<file path="config.mk">
export PLATFORM = sky130hd
export DESIGN_NAME = pulse_discriminator_and_charge_unit
export DESIGN_NICKNAME = d
export VERILOG_FILES = /design/src/hw/rtl/pdc_pkg.sv /design/src/hw/rtl/pulse_discriminator_and_charge_unit.sv /design/src/hw/rtl/pdc_csr.sv /design/src/hw/rtl/pdc_core.sv
export SDC_FILE = /design/constraint.sdc
export NUM_CORES = 1
export LEC_CHECK = 0
export BUFFER_PORTS_ARGS = -buffer_cell sky130_fd_sc_hd__buf_2
export CELL_PAD_IN_SITES_DETAIL_PLACEMENT = 0
export CELL_PAD_IN_SITES_GLOBAL_PLACEMENT = 1
export CORE_MARGIN = 8
export CORE_UTILIZATION = 47
export DETAILED_ROUTE_END_ITERATION = 8
export PLACE_DENSITY = 0.87
export SETUP_SLACK_MARGIN = 0.3
export SLEW_MARGIN = 20
export SYNTH_ARGS = -nofsm -noshare
export SYNTH_HDL_FRONTEND = slang
export SYNTH_HIERARCHICAL = 1
export SYNTH_SLANG_ARGS = --single-unit
export TNS_END_PERCENT = 20
</file>
<file path="constraint.sdc">
create_clock -name clock -period 19.9 [get_ports clock]
set_input_delay 2.985 -clock clock [delete_from_list [all_inputs] [get_ports clock]]
set_output_delay 2.985 -clock clock [all_outputs]
set_load 0.05 [all_outputs]
</file>
<file path="src/hw/rtl/pdc_pkg.sv">
// pdc_pkg: shared types and constants for the pulse discriminator and charge unit
// item structs, configuration struct, register indexes and width constants
// no dependencies
package pdc_pkg;

   // widths
   localparam int SAMPLE_BITS     = 16;
   localparam int CHARGE_BITS     = 48;
   localparam int TIME_BITS       = 32;
   localparam int WINDOW_BITS     = 20;
   localparam int CHARGE_OUT_BITS = 48;
   localparam int COUNT_BITS      = 32;
   localparam int CSR_INDEX_BITS  = 3;
   localparam int CSR_DATA_BITS   = 32;

   // charge limits
   localparam logic signed [CHARGE_BITS-1:0] CHARGE_MAX = {1'b0, {(CHARGE_BITS-1){1'b1}}};
   localparam logic signed [CHARGE_BITS-1:0] CHARGE_MIN = {1'b1, {(CHARGE_BITS-1){1'b0}}};

   // register reset values
   localparam logic signed [SAMPLE_BITS-1:0] BASELINE_RST   = SAMPLE_BITS'(0);
   localparam logic signed [SAMPLE_BITS-1:0] SINGLE_THR_RST = SAMPLE_BITS'(-100);
   localparam logic signed [SAMPLE_BITS-1:0] LOW_THR_RST    = SAMPLE_BITS'(-30);
   localparam logic signed [SAMPLE_BITS-1:0] HIGH_THR_RST   = SAMPLE_BITS'(-100);
   localparam logic [WINDOW_BITS-1:0]        WINDOW_RST     = WINDOW_BITS'(10000);
   localparam logic signed [TIME_BITS-1:0]   GATE_START_RST = TIME_BITS'(-200000);

   // register indexes
   typedef enum logic [CSR_INDEX_BITS-1:0] {
      CSR_BASELINE    = 3'd0,
      CSR_SINGLE_THR  = 3'd1,
      CSR_LOW_THR     = 3'd2,
      CSR_HIGH_THR    = 3'd3,
      CSR_WINDOW      = 3'd4,
      CSR_GATE_START  = 3'd5
   } csr_index_type;

   typedef struct packed {
      logic signed [SAMPLE_BITS-1:0] baseline;
      logic signed [SAMPLE_BITS-1:0] single_threshold;
      logic signed [SAMPLE_BITS-1:0] low_threshold;
      logic signed [SAMPLE_BITS-1:0] high_threshold;
      logic [WINDOW_BITS-1:0]        coincidence_window;
      logic signed [TIME_BITS-1:0]   gate_start;
   } cfg_type;

   typedef struct packed {
      logic signed [TIME_BITS-1:0]   sample_time;
      logic signed [SAMPLE_BITS-1:0] sample_value;
      logic                          last_sample;
   } req_type;

   typedef struct packed {
      logic                              single_hit;
      logic signed [TIME_BITS-1:0]       single_time;
      logic                              double_hit;
      logic signed [TIME_BITS-1:0]       double_time;
      logic signed [CHARGE_OUT_BITS-1:0] charge;
      logic [COUNT_BITS-1:0]             waveform_count;
      logic [COUNT_BITS-1:0]             hit_count;
   } rsp_type;

endpackage

</file>
<file path="src/hw/rtl/pulse_discriminator_and_charge_unit.sv">
// pulse_discriminator_and_charge_unit: top level of the sample discriminator
// depends on pdc_pkg, pdc_csr and pdc_core
//
// Usage:
//  - req channel (req_valid, req_stall, req_data) takes one timestamped sample
//    per item; req_data.last_sample marks the end of a waveform.
//  - rsp channel (rsp_valid, rsp_stall, rsp_data) returns one item per waveform
//    with hit flags, crossing times, negated charge and running counts.
//  - csr channel (csr_valid, csr_ready, csr_index, csr_wdata) writes the six
//    registers; csr_ready is always high. Write only while the block is idle.
//  - throughput: one sample per clock while req_stall is low. An accepted item
//    waits in the input register while the discriminator state updates; the
//    result of a last sample is then registered in the output register.
//  - stall: the output register holds a result while rsp_stall is high; other
//    samples keep flowing. Only a last sample that finds the output register
//    still full waits, and then req_stall is raised.
//  - reset (synchronous) restores register defaults, clears waveform state,
//    counters and the valid flags of both pipeline registers.
module pulse_discriminator_and_charge_unit (
   input  logic                               clock,
   input  logic                               reset,
   input  logic                               req_valid,
   output logic                               req_stall,
   input  pdc_pkg::req_type                   req_data,
   output logic                               rsp_valid,
   input  logic                               rsp_stall,
   output pdc_pkg::rsp_type                   rsp_data,
   input  logic                               csr_valid,
   output logic                               csr_ready,
   input  logic [pdc_pkg::CSR_INDEX_BITS-1:0] csr_index,
   input  logic [pdc_pkg::CSR_DATA_BITS-1:0]  csr_wdata
);

   pdc_pkg::cfg_type cfg;
   pdc_pkg::rsp_type result;
   pdc_pkg::req_type in_item_ff, in_item_in;
   pdc_pkg::rsp_type out_item_ff, out_item_in;
   logic             in_valid_ff, in_valid_in;
   logic             out_valid_ff, out_valid_in;
   logic             out_free, advance, fire, req_take;

   assign csr_ready = 1'b1;

   pdc_csr u_csr (
      .clock     (clock),
      .reset     (reset),
      .csr_valid (csr_valid),
      .csr_index (csr_index),
      .csr_wdata (csr_wdata),
      .cfg       (cfg)
   );

   pdc_core u_core (
      .clock  (clock),
      .reset  (reset),
      .fire   (fire),
      .item   (in_item_ff),
      .cfg    (cfg),
      .result (result)
   );

   // flow control: only a last item needs room in the output register
   always_comb begin
      out_free  = !out_valid_ff || !rsp_stall;
      advance   = !in_item_ff.last_sample || out_free;
      fire      = in_valid_ff && advance;
      req_stall = in_valid_ff && !advance;
      req_take  = req_valid && !req_stall;
   end

   // input register next state
   always_comb begin
      in_item_in  = req_take ? req_data : in_item_ff;
      in_valid_in = req_take | (in_valid_ff & ~fire);
   end

   // output register next state
   always_comb begin
      out_item_in  = out_item_ff;
      out_valid_in = out_valid_ff & rsp_stall;
      if (fire && in_item_ff.last_sample) begin
         out_item_in  = result;
         out_valid_in = 1'b1;
      end
   end

   always_ff @(posedge clock) begin
      if (reset) begin
         in_valid_ff  <= 1'b0;
         out_valid_ff <= 1'b0;
      end else begin
         in_valid_ff  <= in_valid_in;
         out_valid_ff <= out_valid_in;
      end
   end

   always_ff @(posedge clock) begin
      in_item_ff  <= in_item_in;
      out_item_ff <= out_item_in;
   end

   assign rsp_valid = out_valid_ff;
   assign rsp_data  = out_item_ff;

   // a processed last item always lands in the output register
   a_last_to_out: assert property (@(posedge clock) disable iff (reset)
      fire && in_item_ff.last_sample |=> out_valid_ff)
      else $error("last item did not produce a result");

   // input side only waits behind a full, stalled output register
   a_stall_cause: assert property (@(posedge clock) disable iff (reset)
      req_stall |-> in_valid_ff && in_item_ff.last_sample && out_valid_ff && rsp_stall)
      else $error("input stalled without cause");

   // times read as zero without a hit
   a_single_zero: assert property (@(posedge clock) disable iff (reset)
      rsp_valid && !rsp_data.single_hit |-> rsp_data.single_time == '0)
      else $error("single time set without hit");

   a_double_zero: assert property (@(posedge clock) disable iff (reset)
      rsp_valid && !rsp_data.double_hit |-> rsp_data.double_time == '0)
      else $error("double time set without hit");

endmodule

</file>
<file path="src/hw/rtl/pdc_csr.sv">
// pdc_csr: configuration register file of the pulse discriminator
// depends on pdc_pkg; writes to unknown indexes are dropped
module pdc_csr (
   input  logic                                 clock,
   input  logic                                 reset,
   input  logic                                 csr_valid,
   input  logic [pdc_pkg::CSR_INDEX_BITS-1:0]   csr_index,
   input  logic [pdc_pkg::CSR_DATA_BITS-1:0]    csr_wdata,
   output pdc_pkg::cfg_type                     cfg
);

   pdc_pkg::cfg_type cfg_ff, cfg_in;

   // register write decode
   always_comb begin
      cfg_in = cfg_ff;
      if (csr_valid) begin
         case (csr_index)
            pdc_pkg::CSR_BASELINE:
               cfg_in.baseline = csr_wdata[pdc_pkg::SAMPLE_BITS-1:0];
            pdc_pkg::CSR_SINGLE_THR:
               cfg_in.single_threshold = csr_wdata[pdc_pkg::SAMPLE_BITS-1:0];
            pdc_pkg::CSR_LOW_THR:
               cfg_in.low_threshold = csr_wdata[pdc_pkg::SAMPLE_BITS-1:0];
            pdc_pkg::CSR_HIGH_THR:
               cfg_in.high_threshold = csr_wdata[pdc_pkg::SAMPLE_BITS-1:0];
            pdc_pkg::CSR_WINDOW:
               cfg_in.coincidence_window = csr_wdata[pdc_pkg::WINDOW_BITS-1:0];
            pdc_pkg::CSR_GATE_START:
               cfg_in.gate_start = csr_wdata[pdc_pkg::TIME_BITS-1:0];
            default: cfg_in = cfg_ff;
         endcase
      end
   end

   // registers with reset values
   always_ff @(posedge clock) begin
      if (reset) begin
         cfg_ff.baseline           <= pdc_pkg::BASELINE_RST;
         cfg_ff.single_threshold   <= pdc_pkg::SINGLE_THR_RST;
         cfg_ff.low_threshold      <= pdc_pkg::LOW_THR_RST;
         cfg_ff.high_threshold     <= pdc_pkg::HIGH_THR_RST;
         cfg_ff.coincidence_window <= pdc_pkg::WINDOW_RST;
         cfg_ff.gate_start         <= pdc_pkg::GATE_START_RST;
      end else begin
         cfg_ff <= cfg_in;
      end
   end

   assign cfg = cfg_ff;

endmodule

</file>
<file path="src/hw/rtl/pdc_core.sv">
// pdc_core: per-waveform discriminator state, charge accumulator and counters
// depends on pdc_pkg; updates state once per processed item
module pdc_core (
   input  logic              clock,
   input  logic              reset,
   input  logic              fire,
   input  pdc_pkg::req_type  item,
   input  pdc_pkg::cfg_type  cfg,
   output pdc_pkg::rsp_type  result
);

   logic                                   single_seen_ff, single_seen_in;
   logic signed [pdc_pkg::TIME_BITS-1:0]   single_time_ff, single_time_in;
   logic                                   low_seen_ff, low_seen_in;
   logic signed [pdc_pkg::TIME_BITS-1:0]   low_time_ff, low_time_in;
   logic                                   high_seen_ff, high_seen_in;
   logic signed [pdc_pkg::CHARGE_BITS-1:0] charge_ff, charge_in;
   logic [pdc_pkg::COUNT_BITS-1:0]         waves_ff, waves_in;
   logic [pdc_pkg::COUNT_BITS-1:0]         hits_ff, hits_in;

   logic signed [pdc_pkg::SAMPLE_BITS:0]   corr;
   logic                                   single_nx, low_nx, high_nx;
   logic signed [pdc_pkg::TIME_BITS-1:0]   single_t_nx, low_t_nx;
   logic signed [pdc_pkg::TIME_BITS:0]     dt;
   logic                                   win_ok;
   logic signed [pdc_pkg::CHARGE_BITS:0]   sum_wide;
   logic signed [pdc_pkg::CHARGE_BITS-1:0] sum_sat, charge_nx, neg;
   logic signed [63:0]                     neg_ext;
   logic [pdc_pkg::COUNT_BITS-1:0]         waves_nx, hits_nx;

   // baseline correction, discriminators and charge accumulation
   always_comb begin
      corr = (pdc_pkg::SAMPLE_BITS+1)'(item.sample_value)
             - (pdc_pkg::SAMPLE_BITS+1)'(cfg.baseline);

      single_nx   = single_seen_ff | (corr <= cfg.single_threshold);
      single_t_nx = single_seen_ff ? single_time_ff : item.sample_time;

      low_nx   = low_seen_ff | (corr <= cfg.low_threshold);
      low_t_nx = low_seen_ff ? low_time_ff : item.sample_time;

      // window test uses the arming time, possibly set by this same item
      dt      = (pdc_pkg::TIME_BITS+1)'(item.sample_time)
                - (pdc_pkg::TIME_BITS+1)'(low_t_nx);
      win_ok  = dt <= $signed({1'b0, cfg.coincidence_window});
      high_nx = high_seen_ff | (low_nx & (corr <= cfg.high_threshold) & win_ok);

      // saturating add of the gated sample
      sum_wide = (pdc_pkg::CHARGE_BITS+1)'(charge_ff) + (pdc_pkg::CHARGE_BITS+1)'(corr);
      if (sum_wide[pdc_pkg::CHARGE_BITS] != sum_wide[pdc_pkg::CHARGE_BITS-1]) begin
         sum_sat = sum_wide[pdc_pkg::CHARGE_BITS] ? pdc_pkg::CHARGE_MIN : pdc_pkg::CHARGE_MAX;
      end else begin
         sum_sat = sum_wide[pdc_pkg::CHARGE_BITS-1:0];
      end
      charge_nx = (item.sample_time >= cfg.gate_start) ? sum_sat : charge_ff;

      // clamped negation
      neg     = (charge_nx == pdc_pkg::CHARGE_MIN) ? pdc_pkg::CHARGE_MAX : -charge_nx;
      neg_ext = 64'(neg);

      waves_nx = waves_ff + 1'b1;
      hits_nx  = single_nx ? hits_ff + 1'b1 : hits_ff;
   end

   // result fields for a last item
   always_comb begin
      result.single_hit     = single_nx;
      result.single_time    = single_nx ? single_t_nx : '0;
      result.double_hit     = high_nx;
      result.double_time    = high_nx ? low_t_nx : '0;
      result.charge         = neg_ext[pdc_pkg::CHARGE_OUT_BITS-1:0];
      result.waveform_count = waves_nx;
      result.hit_count      = hits_nx;
   end

   // next state: keep, update, or at end of waveform clear the waveform state and advance the counters
   always_comb begin
      single_seen_in = single_seen_ff;
      single_time_in = single_time_ff;
      low_seen_in    = low_seen_ff;
      low_time_in    = low_time_ff;
      high_seen_in   = high_seen_ff;
      charge_in      = charge_ff;
      waves_in       = waves_ff;
      hits_in        = hits_ff;
      if (fire) begin
         if (item.last_sample) begin
            single_seen_in = 1'b0;
            single_time_in = '0;
            low_seen_in    = 1'b0;
            low_time_in    = '0;
            high_seen_in   = 1'b0;
            charge_in      = '0;
            waves_in       = waves_nx;
            hits_in        = hits_nx;
         end else begin
            single_seen_in = single_nx;
            single_time_in = single_t_nx;
            low_seen_in    = low_nx;
            low_time_in    = low_t_nx;
            high_seen_in   = high_nx;
            charge_in      = charge_nx;
         end
      end
   end

   always_ff @(posedge clock) begin
      if (reset) begin
         single_seen_ff <= 1'b0;
         single_time_ff <= '0;
         low_seen_ff    <= 1'b0;
         low_time_ff    <= '0;
         high_seen_ff   <= 1'b0;
         charge_ff      <= '0;
         waves_ff       <= '0;
         hits_ff        <= '0;
      end else begin
         single_seen_ff <= single_seen_in;
         single_time_ff <= single_time_in;
         low_seen_ff    <= low_seen_in;
         low_time_ff    <= low_time_in;
         high_seen_ff   <= high_seen_in;
         charge_ff      <= charge_in;
         waves_ff       <= waves_in;
         hits_ff        <= hits_in;
      end
   end

endmodule

</file>
==> qor.yml, run 1 <==
clock_network:
  cts_tree: "yes"
  cts.repair.resized: 0
  post_cts_buffers: 0
  insertion_delay_ns: 0.62
  clockBufferDepth: 3
  cts_hold_buf: 0
  cts_root_buf: "clkbuf_16"
  cts_htree_levels: 2
  numCtsBuffers: 56
  cts.clk_slew.worst_paths_ns: 0.06
  clock-sinks: 524
routing:
  via_count: 25200
  firstDrtPassIters: 5
  detail-route-antenna-nets: 0
  wl_um: 87700
  drc_errors: 0
  drtIter0Drc: 2184
  viasPerCell: 5.64
  avgRoutedWirePerCell_um: 19.7
floorplan:
  ioPinCount: 270
  die_h_um: 272
  die_area_um2: 74000
  rows: 94
  die_x_um: 272
  start_util_pct: 47.2
  core_um2: 65300
setup_path:
  cp-end-kind: "register"
  worst-setup-path-type: "reg -> reg"
  crit_slowest_cell: "and3_1"
  critical_path_required_ns: 20.32
  startpoint: "in_item_ff[1]"
  cpPeakStageDelay_ns: 0.78
  rr_startpoint: "in_item_ff[1]"
  crit_fanout: 39
  cp.arrival_ns: 9.65
  start_kind: "register"
final_layout:
  final_cell_mix: "nor2_1, dfxtp_1, buf_2"
  area_growth_syn_to_layout_pct: 11.8
  drive_above_1_share_pct: 13.7
  final_common_cell: "nor2_1"
  antenna_cells: 0
  nNetsFinal: 3843
  fillers: 6028
placed_design:
  place.detailed.hpwl_um: 64500
  finalWeightedCongestion: 0.907
  port_buffers: 268
synth:
  ys_types: 116
  synth_seq_cells: 524
  yosysWarnings: 6
  postSynthAreaPerCell_um2: 9.13
  synth_edf_count: 227
  synth_compound_area_share_pct: 15.2
  synth.area.mux_share_pct: 5.33
  synth_top_family_by_area: "simple AND/OR/NAND/NOR gates"
  ys.flop_type: "dfxtp_1"
  yosys.area_share.simple_pct: 18.9
  synthAdderAreaFrac_pct: 8.72
  syn_inst: 3374
  netlist_area_um2: 30800
  seq_area_frac_synth_pct: 41.4
  async_flop_share_pct: 0
  synth_nets: 3669
  synthXorXnorAreaFrac_pct: 5.29
pwr:
  cellPowerDensity_nw_per_um2: 80.8
  peakVddDrop_uv: 67.2
  p_leak_nw: 14.6
grt:
  grt_max_degree: 170
  grt_pass1_wl_um: 134000
  antenna_found_initial: 0
  overflow: 0
  grt_pass1_vias: 23700
  track_usage_pct: 22.5
sta:
  fin_crit_sh_pct: 46.4
  hold_viol: 0
  clock_skew_ns: 0.0339
  fmax_ghz: 0.108
  drv_slew: 0
  worst_slew_pin_slew_ns: 1.05
  min_period_ns: 9.23
  slew_headroom_pct: 30.0
  rsz0062_at_grt: "no"
  whs_ns: 0.477
  tns_ns: 0
  finalSetupViolCount: 0
flow_run:
  drv_cap: 0
status:
  status: "finished clean"
min_path:
  hold_class: "reg -> reg"
  worstHoldStart: "u_csr/cfg[48]"
final timing paths:
check	slack, ns	cells after the start	to
worst min register to register	0.48	2	u_csr/cfg[48]
worst max-delay path	10.67	31	rsp_data[99]
worst min-delay path	0.48	2	u_csr/cfg[48]
worst max register to register	10.67	31	rsp_data[99]
stage by stage:
stage | cell area (um2) | power [mW] | utilization (%) | worst slack [ns] | cells
after global routing | 34400 | 2.90 | 52.8 | 9.88 | 4459
final | 34400 | 2.78 | 52.8 | 10.67 | 4459
after global placement | 32600 | 1.76 | 50.0 | 10.75 | 4353
after CTS | 34400 | 2.80 | 52.7 | 10.54 | 4458
after detailed placement | 32600 | 1.77 | 50.0 | 10.61 | 4353
after floorplan | 30800 | 1.63 | - | 7.78 | 3374
layout make-up:
| cell class | instances | area (um2) | area share [%] |
|---|---|---|---|
| Inverter | 177 | 664 | 1.93 |
| Tap cell | 864 | 1080 | 3.14 |
| Clock buffer | 73 | 1530 | 4.43 |
| Multi-Input combinational cell | 2493 | 16500 | 48.0 |
| Sequential cell | 524 | 12800 | 37.1 |
| Timing Repair Buffer | 296 | 1590 | 4.63 |
| Clock inverter | 32 | 279 | 0.810 |
layer usage:
metal / share of wire [%] / vias up / global-route usage (%)
met5: 0 / - / 0
met4: 2.7 / 0 / 6.22
met3: 6.4 / 118 / 3.71
met2: 45 / 742 / 36.1
met1: 46 / 12000 / 31.3
li1: - / 12300 / -
power by group:
| part | internal [mW] | switching, mW | leakage [nW] |
|---|---|---|---|
| sequential | 1.16 | 0.0253 | 4.64 |
| combinational | 0.195 | 0.379 | 9.05 |
| clock | 0.583 | 0.443 | 0.891 |
registers in the layout (all words and copies together) (netlist names), 32 cells and up:
name	cells
u_core/charge_ff	48
u_core/hits_ff	32
u_core/low_time_ff	32
u_core/single_time_ff	32
rsp_data	178
u_csr/cfg	116
in_item_ff	49
u_core/waves_ff	32
cell usage after synthesis, types with 8 or more instances:
cell type	count	area, um2
edfxtp_1	227	6820
clkbuf_1	107	402
dfxtp_1	297	5950
nor2_1	469	1760
nand2_1	254	953
o211ai_1	14	105
inv_1	177	664
and3_1	31	194
o21ai_1	17	85.1
a211oi_1	20	150
nor3_1	92	460
a31o_2	8	70.1
o21bai_1	25	188
nand2_2	21	131
o21ai_0	151	756
nand4_1	52	325
a21boi_0	20	150
a31oi_1	26	163
nand3_1	57	285
buf_4	11	82.6
buf_6	18	203
and4_1	9	78.8
ha_1	203	2540
xnor2_1	91	797
nor4_1	27	169
a21oi_1	207	1040
a21o_1	46	345
nand2b_1	94	588
mux2i_1	152	1520
and2_1	8	50.1
a22oi_1	58	435
o21a_1	25	188
buf_1	8	30.0
nor2b_1	28	175
xor2_1	95	832
or3_1	25	156
buf_2	35	175
cells by family after synthesis:
| family | count (synthesis) |
|---|---|
| and+or+nand+nor | 1215 |
| DFF | 524 |
| adders and majority gates | 214 |
| xor gates and xnor gates | 186 |
| other | 1 |
| buffers and inverters | 357 |
| AOI/OAI and AO/OA | 716 |
| muxes | 161 |
critical path, delay by kind of cell, from the launching register on:
| kind | cells | cell delay, ns |
|---|---|---|
| compound gates | 16 | 3.75 |
| simple gates | 10 | 3.54 |
| fa+ha+maj | 3 | 1.09 |
| flops | 1 | 0.32 |
| buf+inv | 2 | 0.25 |
Note: power is estimated with default switching activity, not from simulation.
==> inputs of run 2 (changes only) <==
--- a/config.mk
+++ b/config.mk
@@ -5,11 +5,12 @@
 export SDC_FILE = /design/constraint.sdc
 export NUM_CORES = 1
 export LEC_CHECK = 0
+export ABC_AREA = 1
 export BUFFER_PORTS_ARGS = -buffer_cell sky130_fd_sc_hd__buf_2
 export CELL_PAD_IN_SITES_DETAIL_PLACEMENT = 0
 export CELL_PAD_IN_SITES_GLOBAL_PLACEMENT = 1
 export CORE_MARGIN = 8
-export CORE_UTILIZATION = 47
+export CORE_UTILIZATION = 45
 export DETAILED_ROUTE_END_ITERATION = 8
 export PLACE_DENSITY = 0.87
 export SETUP_SLACK_MARGIN = 0.3
==> constraint.sdc (replaced) <==
create_clock -name clock -period 9.4 [get_ports clock]
set_input_delay 1.41 -clock clock [delete_from_list [all_inputs] [get_ports clock]]
set_output_delay 1.41 -clock clock [all_outputs]
set_load 0.05 [all_outputs]
==> qor.yml, run 2 <==
status:
  status: "finished clean"  # unchanged
pwr:
  p_int_mw: 4.34  # was 1.94 mW
  power.share.combinational_pct: 22.5  # was 20.6%
  cellPowerDensity_nw_per_um2: 178  # was 80.8 nW/um2
  peakVddDrop_uv: 167  # was 67.2 uV
  seq_power_share_pct: 39.9  # was 42.5%
  pwr-share-clk_pct: 37.6  # was 36.8%
  p_leak_nw: 16.6  # was 14.6 nW
  swShare_pct: 32.0  # was 30.5%
  p_switching_mw: 2.04  # was 848 uW
routing:
  viasPerCell: 5.21  # was 5.64
  drtIter0Drc: 2302  # was 2184
  firstDrtPassIters: 6  # was 5
  via_count: 28300  # was 25200
  drc_errors: 0  # unchanged
  avgRoutedWirePerCell_um: 18.8  # was 19.7 um
  detail-route-antenna-nets: 0  # unchanged
  wl_um: 102000  # was 87700 um
clock_network:
  insertion_delay_ns: 0.63  # was 0.62 ns
  cts_htree_levels: 2  # unchanged
  numCtsBuffers: 55  # was 56
  cts.clk_slew.worst_paths_ns: 0.06  # about the same
  cts_hold_buf: 0  # unchanged
  cts_root_buf: "clkbuf_16"  # unchanged
  post_cts_buffers: 0  # unchanged
  cts.repair.resized: 0  # unchanged
  clockBufferDepth: 3  # unchanged
  clock-sinks: 524  # unchanged
  cts_tree: "yes"  # unchanged
sta:
  clock_skew_ns: 0.0449  # was 0.0339 ns
  drv_slew: 0  # unchanged
  tns_ns: 0  # unchanged
  rsz0062_at_grt: "no"  # unchanged
  worst_slew_pin_slew_ns: 1.13  # was 1.05 ns
  fin_crit_sh_pct: 84.3  # was 46.4%
  fmax_ghz: 0.126  # was 0.108 GHz
  finalSetupViolCount: 0  # unchanged
  min_period_ns: 7.92  # was 9.23 ns
  slew_headroom_pct: 24.7  # was 30.0%
  hold_viol: 0  # unchanged
synth:
  ys_types: 58  # was 116
  synth.largest_area_cell: "edfxtp_1"  # unchanged
  synthMostInstantiatedCell: "nand2_1"  # was nor2_1
  netlist_area_um2: 31700  # was 30800 um2
  synth_edf_count: 227  # unchanged
  async_flop_share_pct: 0  # unchanged
  ys_top_cells_by_count: "nand2_1, inv_1, nor2_1"  # was nor2_1, dfxtp_1, nand2_1
  seq_area_frac_synth_pct: 40.2  # was 41.4%
  yosysWarnings: 6  # unchanged
  synth_seq_cells: 524  # unchanged
  synth_top_area_share_pct: 21.5  # was 22.1%
  postSynthAreaPerCell_um2: 7.51  # was 9.13 um2
  syn_inst: 4224  # was 3374
  synth_nets: 4519  # was 3669
  ys.flop_type: "dfxtp_1"  # unchanged
  synth_area_leaders: "edfxtp_1, dfxtp_1, nand2_1, ha_1, inv_1"  # was edfxtp_1, dfxtp_1, ha_1, nor2_1, mux2i_1
final_layout:
  largest_register_ffs: 178  # unchanged
  multi_input_area_um2: 16400  # was 16500 um2
  final_cell_mix: "nand2_1, inv_1, nor2_1"  # was nor2_1, dfxtp_1, buf_2
  area_growth_syn_to_layout_pct: 13.1  # was 11.8%
  nNetsFinal: 4741  # was 3843
  drive_above_1_share_pct: 12.7  # was 13.7%
  fillers: 6948  # was 6028
  regArea_um2: 12800  # about the same
  final_common_cell: "nand2_1"  # was nor2_1
  layout.cells.non_filler: 5435  # was 4459
floorplan:
  die_h_um: 282  # was 272 um
  start_util_pct: 45.4  # was 47.2%
  core_um2: 69900  # was 65300 um2
  die_area_um2: 79300  # was 74000 um2
  die_x_um: 282  # was 272 um
  rows: 97  # was 94
  ioPinCount: 270  # unchanged
grt:
  antenna_found_initial: 2  # was 0
  grt_pass1_vias: 27200  # was 23700
  grt_pass1_wl_um: 156000  # was 134000 um
  overflow: 0  # unchanged
  grt_max_degree: 105  # was 170
  track_usage_pct: 25.0  # was 22.5%
placed_design:
  finalWeightedCongestion: 0.972  # was 0.907
  place.detailed.hpwl_um: 78000  # was 64500 um
  port_buffers: 268  # unchanged
  dpl.cell_count: 5329  # was 4353
setup_path:
  crit_slowest_cell: "o31ai_1"  # was and3_1
  cp-end-kind: "register"  # unchanged
  path_common_cell: "nand2_1"
  critical_path_required_ns: 9.76  # was 20.32 ns
  start_kind: "register"  # unchanged
  worst-setup-path-type: "reg -> reg"  # unchanged
  cpPeakStageDelay_ns: 0.51  # was 0.78 ns
  crit_fanout: 46  # was 39
  cp.arrival_ns: 8.28  # was 9.65 ns
min_path:
  hold_class: "reg -> reg"  # unchanged
flow_run:
  drv_cap: 0  # unchanged
run 2: cells by family after synthesis:
group                      after synthesis  synth area share [%]
AOI/OAI and AO/OA                      530                  9.49
xor gates and xnor gates               130                  3.59
adders and majority gates              206                  8.19
buffers and inverters                  650                  8.14
DFF                                    524                  40.2
muxes                                   32                  1.01
other                                    1                0.0118
and+or+nand+nor                       2151                  29.3
run 2: critical path, delay by kind of cell (launching register included):
family	cells	cell delay [ns]
and+or+nand+nor	21	3.03
AOI/OAI and AO/OA	10	2.20
adders and majority gates	4	1.28
buffers and inverters	5	0.71
DFF	1	0.32
run 2: layout make-up:
type                       instances  share of cell area [%]
multi-input combinational       3050                    45.7
antenna                            2                  0.0139
inverter                         524                    5.51
tap                              940                    3.28
clock buffer                      69                    4.41
timing repair buffer             291                    4.22
sequential                       524                    35.6
clock inverter                    35                    1.28
run 2: metrics by stage:
stage | utilization [%] | hold slack, ns | total power, mW | setup slack [ns] | cell area (um2)
CTS | 51.3 | 0.459 | 6.41 | 1.57 | 35900
finish | 51.4 | 0.457 | 6.38 | 1.48 | 35900
floorplan | - | 0.429 | 3.61 | 3.31 | 31700
global route | 51.3 | 0.480 | 6.66 | 0.808 | 35900
global placement | 48.4 | 0.439 | 4.00 | 1.83 | 33900
detailed placement | 48.4 | 0.442 | 4.01 | 1.71 | 33900
run 2: final timing paths:
kind	start	to	slack [ns]	depth (start not counted)
min	u_csr/cfg[9]	u_csr/cfg[9]	0.46	2
min reg2reg	u_csr/cfg[9]	u_csr/cfg[9]	0.46	2
max	in_item_ff[1]	rsp_data[111]	1.48	40
max reg2reg	in_item_ff[1]	rsp_data[111]	1.48	40
run 2: power by group through the flow:
stage / Clock, mW / Combinational [mW] / Sequential (mW)
5_1_grt: 2.52 / 1.59 / 2.55
3_3_place_gp: 0 / 1.41 / 2.59
2_1_floorplan: 0 / 0.952 / 2.65
3_5_place_dp: 0 / 1.42 / 2.59
6_report: 2.40 / 1.44 / 2.54
4_1_cts: 2.44 / 1.43 / 2.54
run 2: layer usage:
| metal | vias to the layer above | GRT usage (%) | share of wire [%] |
|---|---|---|---|
| li1 | 14200 | - | - |
| met1 | 13100 | 33.8 | 45 |
| met2 | 829 | 41.8 | 47 |
| met3 | 145 | 2.88 | 5.4 |
| met4 | 0 | 7.79 | 3.0 |
| met5 | - | 0 | 0 |
==> inputs of run 3 (changes only) <==
==> constraint.sdc (replaced) <==
create_clock -name clock -period 7.8 [get_ports clock]
set_input_delay 1.17 -clock clock [delete_from_list [all_inputs] [get_ports clock]]
set_output_delay 1.17 -clock clock [all_outputs]
set_load 0.05 [all_outputs]
==> qor.yml, run 3 (synthesis results as in run 2) <==
pwr:
  pwr-share-clk_pct: 36.1  # was 37.6%
  peakVddDrop_uv: 184  # was 167 uV
  p_switching_mw: 2.46  # was 2.04 mW
  p_leak_nw: 16.6  # about the same
  p_int_mw: 5.08  # was 4.34 mW
  seq_power_share_pct: 40.6  # was 39.9%
  swShare_pct: 32.6  # was 32.0%
  power.share.combinational_pct: 23.2  # was 22.5%
  power_mw: 7.53  # was 6.38 mW
  cellPowerDensity_nw_per_um2: 210  # was 178 nW/um2
clock_network:
  cts_htree_levels: 2  # unchanged
  clock-sinks: 524  # unchanged
  clockBufferDepth: 3  # unchanged
  cts_tree: "yes"  # unchanged
  numCtsBuffers: 54  # was 55
  insertion_delay_ns: 0.64  # was 0.63 ns
  cts.clk_slew.worst_paths_ns: 0.06  # about the same
  cts_root_buf: "clkbuf_16"  # unchanged
routing:
  wl_met1_um: 45300  # was 45800 um
  dr_wl_met3_um: 6040  # was 5480 um
  wl_um: 102000  # about the same
  viasPerCell: 5.28  # was 5.21
  avgRoutedWirePerCell_um: 18.7  # was 18.8 um
  drtIter0Drc: 2556  # was 2302
  routed-wl-met2_um: 46700  # was 47700 um
  top_layer_used: "met5"  # was met4
  drc_errors: 0  # unchanged
  firstDrtPassIters: 6  # unchanged
  detail-route-antenna-nets: 0  # unchanged
  via_count: 28700  # was 28300
min_path:
  min_path_cells: 2  # unchanged
  hold_class: "reg -> reg"  # unchanged
  worstHoldStart: "u_csr/cfg[24]"  # was u_csr/cfg[9]
setup_path:
  crit_slowest_cell: "fa_1"  # was o31ai_1
  startpoint: "in_item_ff[1]"  # unchanged
  path_common_cell: "nand2_1"  # unchanged
  critical_path_required_ns: 8.14  # was 9.76 ns
  worst-setup-path-type: "reg -> reg"  # unchanged
  rr_startpoint: "in_item_ff[1]"  # unchanged
  cp-end-kind: "register"  # unchanged
  start_kind: "register"  # unchanged
  crit_cells: 40  # unchanged
  cpPeakStageDelay_ns: 0.45  # was 0.51 ns
  cp.arrival_ns: 7.32  # was 8.28 ns
  crit_fanout: 36  # was 46
  r2r_setup_slack_ns: 0.83  # was 1.48 ns
  path_delay_family: "simple AND/OR/NAND/NOR gates"  # unchanged
  reg2regPathDepth: 40  # unchanged
  cp.buffers_inverters: 7  # was 5
sta:
  fmax_ghz: 0.143  # was 0.126 GHz
  drv_slew: 0  # unchanged
  fin_crit_sh_pct: 89.4  # was 84.3%
  min_period_ns: 6.97  # was 7.92 ns
  slew_headroom_pct: 26.4  # was 24.7%
  worst_slew_pin_slew_ns: 1.10  # was 1.13 ns
  finalSetupViolCount: 0  # unchanged
  tns_ns: 0  # unchanged
  rsz0062_at_grt: "no"  # unchanged
  hold_viol: 0  # unchanged
  whs_ns: 0.460  # was 0.457 ns
  clock_skew_ns: 0.0351  # was 0.0449 ns
  setup_ws_ns: 0.829  # was 1.48 ns
grt:
  grt_max_degree: 107  # was 105
  track_usage_pct: 24.5  # was 25.0%
  grt_pass1_vias: 27200  # about the same
  grt_pass1_wl_um: 154000  # was 156000 um
  overflow: 0  # unchanged
  antenna_found_initial: 2  # unchanged
final_layout:
  antenna_cells: 0  # was 2
  layout.cells.non_filler: 5439  # was 5435
  nNetsFinal: 4749  # was 4741
  largest_register_ffs: 178  # unchanged
  stdcell_area_um2: 35900  # about the same
  final_cell_mix: "nand2_1, inv_1, nor2_1"  # unchanged
  area_growth_syn_to_layout_pct: 13.1  # about the same
  final_common_cell: "nand2_1"  # unchanged
  final_util_pct: 51.3  # was 51.4%
  drive_above_1_share_pct: 12.8  # was 12.7%
floorplan:
  die_x_um: 282  # unchanged
  ioPinCount: 270  # unchanged
  rows: 97  # unchanged
  start_util_pct: 45.4  # unchanged
  core_um2: 69900  # unchanged
  die_h_um: 282  # unchanged
  die_area_um2: 79300  # unchanged
flow_run:
  drv_cap: 0  # unchanged
placed_design:
  place.detailed.hpwl_um: 76800  # was 78000 um
  post-place-ws_ns: 0.515  # was 1.71 ns
  port_buffers: 268  # unchanged
  dpl.cell_count: 5337  # was 5329
  placed_area_um2: 33900  # about the same
  finalWeightedCongestion: 0.955  # was 0.972
status:
  status: "finished clean"  # unchanged
run 3: cell count changes in the layout (fill, tap and decap cells not counted), moves of 3 or more:
cell / previous run / this run
a21oi_1: 274 / 271
a21oi_2: 5 / 8
buf_4: 24 / 31
clkbuf_1: 3 / 10
clkbuf_16: 59 / 54
clkinv_1: 5 / 8
ha_1: 203 / 199
ha_4: 0 / 3
inv_4: 3 / 0
run 3: final timing paths:
kind | to
max | rsp_data[94]
min reg2reg | u_csr/cfg[24]
max reg2reg | rsp_data[94]
min | u_csr/cfg[24]
run 3: layer usage:
metal	track usage, %	up-vias
li1	-	14200
met1	33.2	13300
met2	40.6	1001
met3	2.88	172
met4	8.03	2
met5	0	-
run 3: layout make-up:
type | count | area, um2
flip-flops and latches | 524 | 12800
repair buffers | 299 | 1580
well taps | 940 | 1180
clock buffers | 72 | 1500
clock inverters | 29 | 372
multi-input cells | 3051 | 16500
fillers | 6972 | 34000
inverters | 524 | 1980
run 3: worst min-delay path, cell delays in order (launching register included):
cell and delay (ns):
dfxtp_1 0.33, nand2_1 0.05, nand3_1 0.05
run 3: power by group through the flow:
stage          sequential (mW)  clock (mW)  combinational [mW]
2_1_floorplan             3.20           0                1.15
3_3_place_gp              3.12           0                1.71
3_5_place_dp              3.12           0                1.72
4_1_cts                   3.06        2.77                1.73
5_1_grt                   3.07        2.88                1.93
6_report                  3.06        2.72                1.75
run 3: what timing repair did:
item | in CTS | in global routing
setup endpoints to repair | 0 | 46
hold buffers | 0 | 0
resized for setup | 0 | 12
buffers inserted | 0 | 0
